[src/hdl/sgre_pkg.sv]
// Shared constants and types for the scaled glyph row expander.
package sgre_pkg;

  localparam int GLYPH_WIDTH_DEF = 16;
  localparam int MAX_SCALE_DEF   = 4;

  localparam int ROW_WORD_W  = 32;
  localparam int ORIGIN_W    = 10;
  localparam int ROW_IDX_W   = 5;
  localparam int COORD_W     = 11;
  localparam int MASK_W      = 64;
  localparam int SCALE_W     = 3;
  localparam int SUB_W       = 2;   // enough to count the sub-rows of the largest scale
  localparam int PROD_W      = ROW_IDX_W + SCALE_W;

  localparam int IN_DATA_W   = 64;
  localparam int OUT_DATA_W  = 88;
  localparam int CFG_ADDR_W  = 1;

  localparam int QUEUE_DEPTH = 2;
  localparam int QPTR_W      = (QUEUE_DEPTH > 1) ? $clog2(QUEUE_DEPTH) : 1;
  localparam int QCNT_W      = $clog2(QUEUE_DEPTH + 1);

  localparam logic [CFG_ADDR_W-1:0] REG_SCALE    = 1'b0;
  localparam logic [CFG_ADDR_W-1:0] REG_VERTICAL = 1'b1;

  // One classified row word, ready for the span emitter.
  typedef struct packed {
    logic [MASK_W-1:0]   mask;
    logic [COORD_W-1:0]  start_coord;  // coordinate that steps with the sub-row
    logic [ORIGIN_W-1:0] fixed_coord;  // coordinate that stays put
    logic [SUB_W-1:0]    last_sub;     // number of sub-rows minus one
    logic                vertical;
  } span_job_t;

endpackage

[src/hdl/scaled_glyph_row_expander_unit.sv]
// Top level of the scaled glyph row expander: config registers, front end, queue, emitter.
//
// Channel   Direction  Transaction
// s_axis    in         one font row word with glyph select, origin and row index
// m_axis    out        one expanded span; tlast marks the final sub-row of a word
// cfg       in         one register write (0 scale, 1 vertical), no read-back
//
// The output emits one span per cycle while the receiver takes them; a row word gives
// scale spans (1 to 4), so it occupies the emitter until its last span is loaded. A word
// passes the front register, then the queue write, then the output register that offers it.
// The input side keeps taking words while the two-entry queue has room. Reset empties the
// pipeline and sets scale 1, horizontal text. Either side may stall freely.
module scaled_glyph_row_expander_unit
  import sgre_pkg::*;
#(
  parameter int GLYPH_WIDTH = GLYPH_WIDTH_DEF,
  parameter int MAX_SCALE   = MAX_SCALE_DEF
) (
  input  logic                  clk,
  input  logic                  rst,
  input  logic                  s_axis_tvalid,
  output logic                  s_axis_tready,
  // row_bits[31:0], origin_col[41:32], origin_row[51:42], row_index[56:52], zero pad
  input  logic [IN_DATA_W-1:0]  s_axis_tdata,
  // glyph_select
  input  logic                  s_axis_tuser,
  output logic                  m_axis_tvalid,
  input  logic                  m_axis_tready,
  // span_col[10:0], span_row[21:11], span_mask[85:22], zero pad
  output logic [OUT_DATA_W-1:0] m_axis_tdata,
  output logic                  m_axis_tlast,
  input  logic                  cfg_we,
  input  logic [CFG_ADDR_W-1:0] cfg_addr,
  input  logic [SCALE_W-1:0]    cfg_wdata
);

  logic [SCALE_W-1:0] scale;
  logic               vertical;
  logic               f_valid;
  logic               f_ready;
  span_job_t          f_job;
  logic               q_valid;
  logic               q_pop;
  span_job_t          q_job;
  logic [COORD_W-1:0] span_col;
  logic [COORD_W-1:0] span_row;
  logic [MASK_W-1:0]  span_mask;

  always_ff @(posedge clk) begin
    if (rst) begin
      scale    <= SCALE_W'(1);
      vertical <= 1'b0;
    end else if (cfg_we) begin
      case (cfg_addr)
        REG_SCALE:    scale    <= cfg_wdata;
        REG_VERTICAL: vertical <= cfg_wdata[0];
        default: begin
        end
      endcase
    end
  end

  sgre_front #(
    .GLYPH_WIDTH (GLYPH_WIDTH),
    .MAX_SCALE   (MAX_SCALE)
  ) u_front (
    .clk          (clk),
    .rst          (rst),
    .in_valid     (s_axis_tvalid),
    .in_ready     (s_axis_tready),
    .row_bits     (s_axis_tdata[31:0]),
    .glyph_select (s_axis_tuser),
    .origin_col   (s_axis_tdata[41:32]),
    .origin_row   (s_axis_tdata[51:42]),
    .row_index    (s_axis_tdata[56:52]),
    .scale        (scale),
    .vertical     (vertical),
    .job_valid    (f_valid),
    .job_ready    (f_ready),
    .job          (f_job)
  );

  sgre_queue u_queue (
    .clk        (clk),
    .rst        (rst),
    .push_valid (f_valid),
    .push_ready (f_ready),
    .push_job   (f_job),
    .head_valid (q_valid),
    .pop        (q_pop),
    .head_job   (q_job)
  );

  sgre_back u_back (
    .clk       (clk),
    .rst       (rst),
    .job_valid (q_valid),
    .job       (q_job),
    .job_pop   (q_pop),
    .out_valid (m_axis_tvalid),
    .out_ready (m_axis_tready),
    .out_col   (span_col),
    .out_row   (span_row),
    .out_mask  (span_mask),
    .out_last  (m_axis_tlast)
  );

  assign m_axis_tdata = {2'b00, span_mask, span_row, span_col};

endmodule

[src/hdl/sgre_front.sv]
// Front end: takes row words, expands the glyph bits and works out the span origin.
module sgre_front
  import sgre_pkg::*;
#(
  parameter int GLYPH_WIDTH = GLYPH_WIDTH_DEF,
  parameter int MAX_SCALE   = MAX_SCALE_DEF
) (
  input  logic                  clk,
  input  logic                  rst,
  input  logic                  in_valid,
  output logic                  in_ready,
  input  logic [ROW_WORD_W-1:0] row_bits,
  input  logic                  glyph_select,
  input  logic [ORIGIN_W-1:0]   origin_col,
  input  logic [ORIGIN_W-1:0]   origin_row,
  input  logic [ROW_IDX_W-1:0]  row_index,
  input  logic [SCALE_W-1:0]    scale,
  input  logic                  vertical,
  output logic                  job_valid,
  input  logic                  job_ready,
  output span_job_t             job
);

  logic [GLYPH_WIDTH-1:0] glyph_bits;
  logic [SCALE_W-1:0]     eff_scale;
  logic [PROD_W-1:0]      row_offset;
  logic [MASK_W-1:0]      mask_next;
  span_job_t              job_next;
  logic                   accept;

  // Out-of-range scale values are pinned to the nearest legal one.
  always_comb begin
    if (scale == '0) begin
      eff_scale = SCALE_W'(1);
    end else if (scale > SCALE_W'(MAX_SCALE)) begin
      eff_scale = SCALE_W'(MAX_SCALE);
    end else begin
      eff_scale = scale;
    end
  end

  always_comb begin
    for (int i = 0; i < GLYPH_WIDTH; i++) begin
      glyph_bits[i] = glyph_select ? row_bits[2*i+1] : row_bits[2*i];
    end
  end

  // Each candidate scale has its own fixed wiring; the live scale picks one.
  always_comb begin
    mask_next = '0;
    for (int k = 1; k <= MAX_SCALE; k++) begin
      if (eff_scale == SCALE_W'(k)) begin
        for (int i = 0; i < GLYPH_WIDTH; i++) begin
          for (int r = 0; r < k; r++) begin
            if (i * k + r < MASK_W) begin
              mask_next[i*k+r] = glyph_bits[i];
            end
          end
        end
      end
    end
  end

  assign row_offset = PROD_W'(row_index) * PROD_W'(eff_scale);

  always_comb begin
    job_next.mask     = mask_next;
    job_next.last_sub = SUB_W'(eff_scale - SCALE_W'(1));
    job_next.vertical = vertical;
    if (vertical) begin
      job_next.start_coord = COORD_W'(origin_col) + COORD_W'(row_offset);
      job_next.fixed_coord = origin_row;
    end else begin
      job_next.start_coord = COORD_W'(origin_row) + COORD_W'(row_offset);
      job_next.fixed_coord = origin_col;
    end
  end

  assign in_ready = !job_valid || job_ready;
  assign accept   = in_valid && in_ready;

  always_ff @(posedge clk) begin
    if (rst) begin
      job_valid <= 1'b0;
    end else if (accept) begin
      job_valid <= 1'b1;
    end else if (job_ready) begin
      job_valid <= 1'b0;
    end
  end

  always_ff @(posedge clk) begin
    if (accept) begin
      job <= job_next;
    end
  end

endmodule

[src/hdl/sgre_queue.sv]
// Short job queue between the front end and the span emitter.
module sgre_queue
  import sgre_pkg::*;
(
  input  logic      clk,
  input  logic      rst,
  input  logic      push_valid,
  output logic      push_ready,
  input  span_job_t push_job,
  output logic      head_valid,
  input  logic      pop,
  output span_job_t head_job
);

  span_job_t          entries [QUEUE_DEPTH];
  logic [QPTR_W-1:0]  wr_ptr;
  logic [QPTR_W-1:0]  rd_ptr;
  logic [QCNT_W-1:0]  count;
  logic               push;
  logic               do_pop;

  assign push_ready = count != QCNT_W'(QUEUE_DEPTH);
  assign head_valid = count != '0;
  assign head_job   = entries[rd_ptr];
  assign push       = push_valid && push_ready;
  assign do_pop     = pop && head_valid;

  always_ff @(posedge clk) begin
    if (rst) begin
      wr_ptr <= '0;
      rd_ptr <= '0;
      count  <= '0;
    end else begin
      if (push) begin
        wr_ptr <= (wr_ptr == QPTR_W'(QUEUE_DEPTH - 1)) ? '0 : wr_ptr + QPTR_W'(1);
      end
      if (do_pop) begin
        rd_ptr <= (rd_ptr == QPTR_W'(QUEUE_DEPTH - 1)) ? '0 : rd_ptr + QPTR_W'(1);
      end
      if (push && !do_pop) begin
        count <= count + QCNT_W'(1);
      end else if (do_pop && !push) begin
        count <= count - QCNT_W'(1);
      end
    end
  end

  always_ff @(posedge clk) begin
    if (push) begin
      entries[wr_ptr] <= push_job;
    end
  end

  a_count_bound: assert property (@(posedge clk) disable iff (rst)
    count <= QCNT_W'(QUEUE_DEPTH))
    else $error("job queue holds more entries than it has");

endmodule

[src/hdl/sgre_back.sv]
// Span emitter: walks the sub-rows of the head job into the output register.
module sgre_back
  import sgre_pkg::*;
(
  input  logic               clk,
  input  logic               rst,
  input  logic               job_valid,
  input  span_job_t          job,
  output logic               job_pop,
  output logic               out_valid,
  input  logic               out_ready,
  output logic [COORD_W-1:0] out_col,
  output logic [COORD_W-1:0] out_row,
  output logic [MASK_W-1:0]  out_mask,
  output logic               out_last
);

  logic [SUB_W-1:0]   sub;
  logic [COORD_W-1:0] step_coord;
  logic               load;
  logic               emit;
  logic               final_sub;

  assign load       = !out_valid || out_ready;
  assign emit       = job_valid && load;
  assign final_sub  = sub == job.last_sub;
  assign job_pop    = emit && final_sub;
  assign step_coord = job.start_coord + COORD_W'(sub);

  always_ff @(posedge clk) begin
    if (rst) begin
      sub       <= '0;
      out_valid <= 1'b0;
    end else begin
      if (emit) begin
        sub <= final_sub ? '0 : sub + SUB_W'(1);
      end
      if (load) begin
        out_valid <= job_valid;
      end
    end
  end

  always_ff @(posedge clk) begin
    if (emit) begin
      out_mask <= job.mask;
      out_last <= final_sub;
      if (job.vertical) begin
        out_col <= step_coord;
        out_row <= COORD_W'(job.fixed_coord);
      end else begin
        out_col <= COORD_W'(job.fixed_coord);
        out_row <= step_coord;
      end
    end
  end

  a_sub_in_range: assert property (@(posedge clk) disable iff (rst)
    job_valid |-> sub <= job.last_sub)
    else $error("sub-row counter ran past the job's last sub-row");

  a_run_continues: assert property (@(posedge clk) disable iff (rst)
    (out_valid && out_ready && !out_last) |=> (out_valid && out_mask == $past(out_mask)))
    else $error("span run broke off before its last sub-row");

  a_pop_only_on_last: assert property (@(posedge clk) disable iff (rst)
    job_pop |=> (out_valid && out_last))
    else $error("job left the queue without its last span being loaded");

endmodule

[config.mk]
export PLATFORM = sky130hd
export DESIGN_NAME = scaled_glyph_row_expander_unit
export DESIGN_NICKNAME = d
export VERILOG_FILES = /design/src/hdl/sgre_pkg.sv /design/src/hdl/scaled_glyph_row_expander_unit.sv /design/src/hdl/sgre_front.sv /design/src/hdl/sgre_queue.sv /design/src/hdl/sgre_back.sv
export SDC_FILE = /design/constraint.sdc
export NUM_CORES = 1
export LEC_CHECK = 0
export BUFFER_PORTS_ARGS = -buffer_cell sky130_fd_sc_hd__buf_2
export CAP_MARGIN = 40
export CORE_UTILIZATION = 45
export DETAILED_ROUTE_END_ITERATION = 8
export PLACE_DENSITY = 0.74
export SYNTH_ARGS = -nofsm -noshare
export SYNTH_HDL_FRONTEND = slang
export SYNTH_SLANG_ARGS = --single-unit
[constraint.sdc]
create_clock -name clk -period 4.4 [get_ports clk]
set_clock_uncertainty 0.15 [all_clocks]
set_input_delay 0.44 -clock clk [delete_from_list [all_inputs] [get_ports clk]]
set_output_delay 0.44 -clock clk [all_outputs]
set_load 0.05 [all_outputs]
# Word level (Yosys, flattened, before mapping)
# Memories as Yosys holds them, arrays and structs flattened. A register that Yosys moved wholly into a read port is not among the register bits.
# Cells that the tools add are included.
# totals
inputBits,74
ramBits,176
ff_bits,184
wordCells,94
memories,1
output_inout_bits,91
# memory_table
name,depth,width,read_ports,rd_clocked_by_memory_dff,wr,line,text
u_queue.entries,2,88,1,1,1,sgre_queue.sv:15,span_job_t entries [QUEUE_DEPTH];
# op_classes
addsub,9
magnitude_cmp,1
reduce_logical,19
n_bitwise,1
muxes,36
multipliers,1
n_eq_ne,6
# ops
cell,n
$mux W48,2
$mux W32,1
$mux W1,24
$add A10 B8 Y11,2
$mux W21,1
$mux W10,2
$mux W16,1
$add A11 B2 Y11,1
$mul A5 B3 Y8,1
$logic_and A1 B1 Y1,7
$eq A3 B2 Y1 const B,2
$mux W2,3
$mux W3,2
$reduce_bool A2 Y1,3
$add A2 B1 Y2 const B,2
$logic_not A1 Y1,4
$reduce_and A2 Y1,2
$sub A2 B1 Y2 const B,2
$eq A3 B1 Y1 const B,1
$eq A3 B3 Y1 const B,1
$gt A3 B3 Y1 const B,1
$logic_not A3 Y1,1
$add A1 B1 Y1 const B,2
$eq A2 B2 Y1,1
3 further kinds,4

# Longest topological paths before layout
# logic_depth
depth_word,8
mapped_depth,18
ltp_nobuf,18

# By module
# A second synthesis with hierarchy kept.
# unflattened
hier_cells,865
area_unflattened_um2,14111.0
# by_module_without_submodules
module,n_inst,cells_per_inst,area_per_inst_um2,seq_area_each_um2
sgre_queue,1,298,6648.9,5385.2
sgre_front,1,360,3992.6,1881.8
sgre_back,1,187,3270.6,2672.6
scaled_glyph_row_expander_unit,1,20,198.9,80.1

# Least setup slack after synthesis
# No wires, ideal clock.
# synth_timing
kind,register to register
startpoint,register u_queue.count[0]
endpoint,memory u_queue.entries[0][0] (netlist name) (enable)
t_required_ns,3.768
path_stages_with_launch,4
slack_ns,0.553
synth_period_minus_slack_ns,3.847
setup_time_ns,0.482
arrival_ns,3.215
n_path_buf,0
cell_sequence,dfxtp_1 nand2b_1 nand2_1 nor2_1
# synth_between
elab_chain_cells,4
# synth_rtl
item,line,text
from (decl),sgre_queue.sv:18,logic [QCNT_W-1:0] count;
from (signal assigned),sgre_queue.sv:41,count <= count + QCNT_W'(1);
from (signal assigned),sgre_queue.sv:43,count <= count - QCNT_W'(1);
$ne A2 B2 Y1,sgre_queue.sv:22,assign push_ready = count != QCNT_W'(QUEUE_DEPTH);
$logic_and A1 B1 Y1,sgre_queue.sv:25,assign push = push_valid && push_ready;
$mux W1,sgre_queue.sv:49,if (push) begin
$mux W1 (not written as such),sgre_queue.sv:50,entries[wr_ptr] <= push_job;
to (decl),sgre_queue.sv:15,
# No other way between the ends.

==> summary.md <==
| Metric | Value |
|---|---|
| Cell Area, Synth | 11,200 um2 |
| Htree depth | 1 |
| Tightest Pin Transition | 0.893 ns |
| 1st-pass router iterations | 5 |
| PortBufs | 155 |
| Io pins | 165 |
| CTS tree | built |
| Top FF cell, synth | edfxtp_1 |
| Hold Path Stages | 3 |
| Non-Filler Instances | 1,236 |
| Clk sinks | 260 |
| Via/cell ratio | 4.99 |
| CP required | 4.51 ns |
| Clk slew on worst S/H paths | 0.06 ns |
| Layout Utilization | 53.7% |
| WP buf/inv | 3 |
| Final WL | 20.4 mm |
| NumNets Final | 995 |
| Sequential share of the synthesized area | 68.3% |
| Max IR drop VDD | 0.388 mV |
| Via count | 6,165 |
| WP data arrival | 4.12 ns |
| Met1 wire length | 9.29 mm |
| Syn_area_per_cell | 15.0 um2 |
| Reg2reg path depth | 17 |
| Critical path cell sequence | nor2b_1, nand2_1, fa_1, inv_1, ha_1, inv_1, fa_1, inv_1, a21o_1, a21oi_1, xnor2_1, ha_1, a21o_1, a21oi_1, nand2_1, a31oi_1, xor2_1 |
| Most used cell, CP | inv_1 |
| Gpl congestion | 0.828 |
| Layout cells sized above 1 | 32.6% |
| ANT cells | 0 |
| Post-synthesis async set-or-reset flop share | 0% |
| CP startpoint kind | register |
| EDFF count, synth | 247 |
| Post-synth top area share | 65.9% |
| Leading area contributor after synthesis | edfxtp_1 |
| Critical path class | register to register |
| Fin worst setup slack | 0.387 ns |
| Antenna violations before repair | 0 |
| Setup total negative slack | 0 ns |
| Routed Antenna Nets | 0 |
| Hold_ws | 0.0212 ns |
| Status | finished, final reports clean |
| Hold path endpoint | scale[1]$_SDFFE_PP0P_ |
| Max Fclk | 249 MHz |
| Total GRT Usage | 15.8% |
| GRT Residual Overflow | 0 |
| Final slew viol count | 0 |
| CTS Root Cell | clkbuf_16 |
| Minimum clock period | 4.01 ns |
| Drc violations | 0 |
| Yosys cell types | 54 |
| Hold path startpoint | cfg_wdata[1] |
| Top post-synthesis cells by area | edfxtp_1 66%, mux2_2 7.6%, ha_1 2.4%, nand2_1 2.4%, dfxtp_1 2.3% |
| Slew Limit Headroom | 40.5% |
| Largest net degree at the start of global routing | 64 |
| Max-cap violations | 0 |
| Die area | 25,600 um2 |
| Reg2reg setup slack | 0.39 ns |
| Iter 0 DRT Violations | 520 |
| Bufs on Longest Clock Path | 3 |
| Top Family by Delay on Critical Path | adder cells |
| Global-route wire length before repair | 31.8 mm |
| Num CTS Buffers | 25 |
| Hold Violations, Final | 0 |
| Drt wl/cell | 16.5 um |
| Core ar. | 24,400 um2 |
| Post-CTS Setup Inserts | 0 |
| Setup Slack @ Placement | 0.391 ns |
| Die width | 160 um |
| Yosys reg bits | 260 |
| RSZ-0062 raised after global routing | false |
| Cells after Synth | 748 |
| Hold crit path type | primary input to register |
| Crit path max-delay cell type | dfxtp_1 |
| Starting density of the core | 46.1% |
| CP max FO | 14 |
| Yosys warns | 0 |
| Fillers | 2,017 |
| Pleak | 4.99 nW |
| Critical Path Max Stage Delay | 0.45 ns |
| Pwr Density | 677 nW/um2 |
| Top layer in use | met4 |
| R2R Path Start | scale[2]$_SDFFE_PP0P_ |
| Count leader, synth | edfxtp_1 |
| Chip height | 160 um |
| DP Wirelength | 13.8 mm |
| Met3 Routed Length | 1.14 mm |
| Power Total | 8.87 mW |
| Row cnt | 57 |
| Post-Place Cell Area | 12,200 um2 |
| Area Overhead vs Synth | 16.4% |
| Fin crit share | 91.2% |
| Clock Latency Late Sink | 0.53 ns |
| Wire length on met2 | 9.46 mm |
| Vias in the first global route | 6,004 |
| Most common library cells after synthesis | 247 x edfxtp_1, 76 x mux2_2, 72 x nand2_1, 34 x buf_4, 33 x nor2_1 |
| Crit Reg-Reg Endpoint | u_front.job[21]$_DFFE_PP_ |
| Final instance area | 13,100 um2 |
| Endpoints failing setup | 0 |
| DP Cell Count | 1,187 |
| CP endpoint kind | register |
## registers in the layout, indices dropped and copies added (netlist names), 2 cells and up, named ones only
| signal | cells |
|---|---|
| u_back.out_col | 11 |
| u_back.out_mask | 38 |
| u_front.job | 62 |
| u_back.out_row | 11 |
| u_back.sub | 2 |
| scale | 3 |
| u_queue.count | 2 |
| u_queue.entries | 124 |
## worst max-delay path by stage
stage,from,to,slack [ns],cells after the start
4_1_cts,scale[2]$_SDFFE_PP0P_,u_front.job[21]$_DFFE_PP_,0.37,17
2_1_floorplan,u_queue.count[0]$_SDFFE_PP0P_,u_queue.entries[0][0]$_DFFE_PP_,0.55,3
3_3_place_gp,scale[2]$_SDFFE_PP0P_,u_front.job[21]$_DFFE_PP_,0.49,17
6_report,scale[2]$_SDFFE_PP0P_,u_front.job[21]$_DFFE_PP_,0.39,17
3_5_place_dp,scale[2]$_SDFFE_PP0P_,u_front.job[21]$_DFFE_PP_,0.39,17
5_1_grt,scale[2]$_SDFFE_PP0P_,u_front.job[21]$_DFFE_PP_,0.05,17
## timing repair
action / CTS / global route
gates resized for setup: 0 / 0
hold buffers: 3 / 0
endpoints found under the hold margin: 3 / 0
## layout by cell type (no fill, tap or decap), types with 2 or more instances in the layout
cell type	count
edfxtp_1	247
buf_2	155
mux2_2	76
nand2_1	72
nor2_1	32
inv_1	30
a21oi_1	30
clkbuf_16	25
mux2i_1	22
ha_1	22
xnor2_1	21
o21ai_0	19
nand3_1	18
dfxtp_1	12
and2_1	9
a22oi_1	9
buf_4	9
nor2b_1	8
xor2_1	7
clkinv_1	7
fa_1	6
bufinv_16	6
a21o_1	5
nand2b_1	4
clkinv_2	4
a32o_1	3
mux2_4	3
o21ai_1	3
a21boi_0	3
o22ai_1	3
nor3_1	3
dlygate4sd3_1	3
a211oi_2	2
a21boi_2	2
a31oi_1	2
conb_1	2
clkinvlp_4	2
## worst min-delay path, cell delays in order
cell and delay (ns):
buf_2 0.09, mux2i_1 0.06, nor2_1 0.07
## cell type report
cell class,count,area [um2],share of cell area (%)
multi-input cells,408,3110,23.7
repair buffers,168,901,6.88
inverters,30,113,0.860
clock buffers,26,629,4.81
flip-flops and latches,260,7680,58.7
well taps,324,405,3.10
clock inverters,20,262,2.00
## where the power goes
| group | leakage (nW) | internal [mW] | switching, mW | total [mW] |
|---|---|---|---|---|
| combinational | 2.11 | 0.714 | 2.21 | 2.92 |
| sequential | 2.45 | 3.43 | 0.225 | 3.65 |
| clock | 0.431 | 1.40 | 0.899 | 2.29 |
| total | 4.99 | 5.54 | 3.33 | 8.87 |
## per-layer routing
metal / vias up / global-route usage, %
met2: 183 / 25.4
li1: 3019 / -
met4: 0 / 5.41
met5: - / 0
met1: 2919 / 21.9
met3: 44 / 2.49
## logic make-up (layout without fill, tap and decap cells)
logic type	Yosys count	after routing	share of synthesized area [%]
AND/OR/NAND/NOR	156	156	6.28
adder cells (fa/ha/maj)	28	28	3.52
AO/OA/AOI/OAI	91	91	5.17
buffers and inverters	81	244	4.27
flip-flops	260	260	68.3
multiplexers	103	103	10.3
XOR/XNOR	28	28	2.18
other	1	2	0.0333
Note: power is estimated with default switching activity, not from simulation.
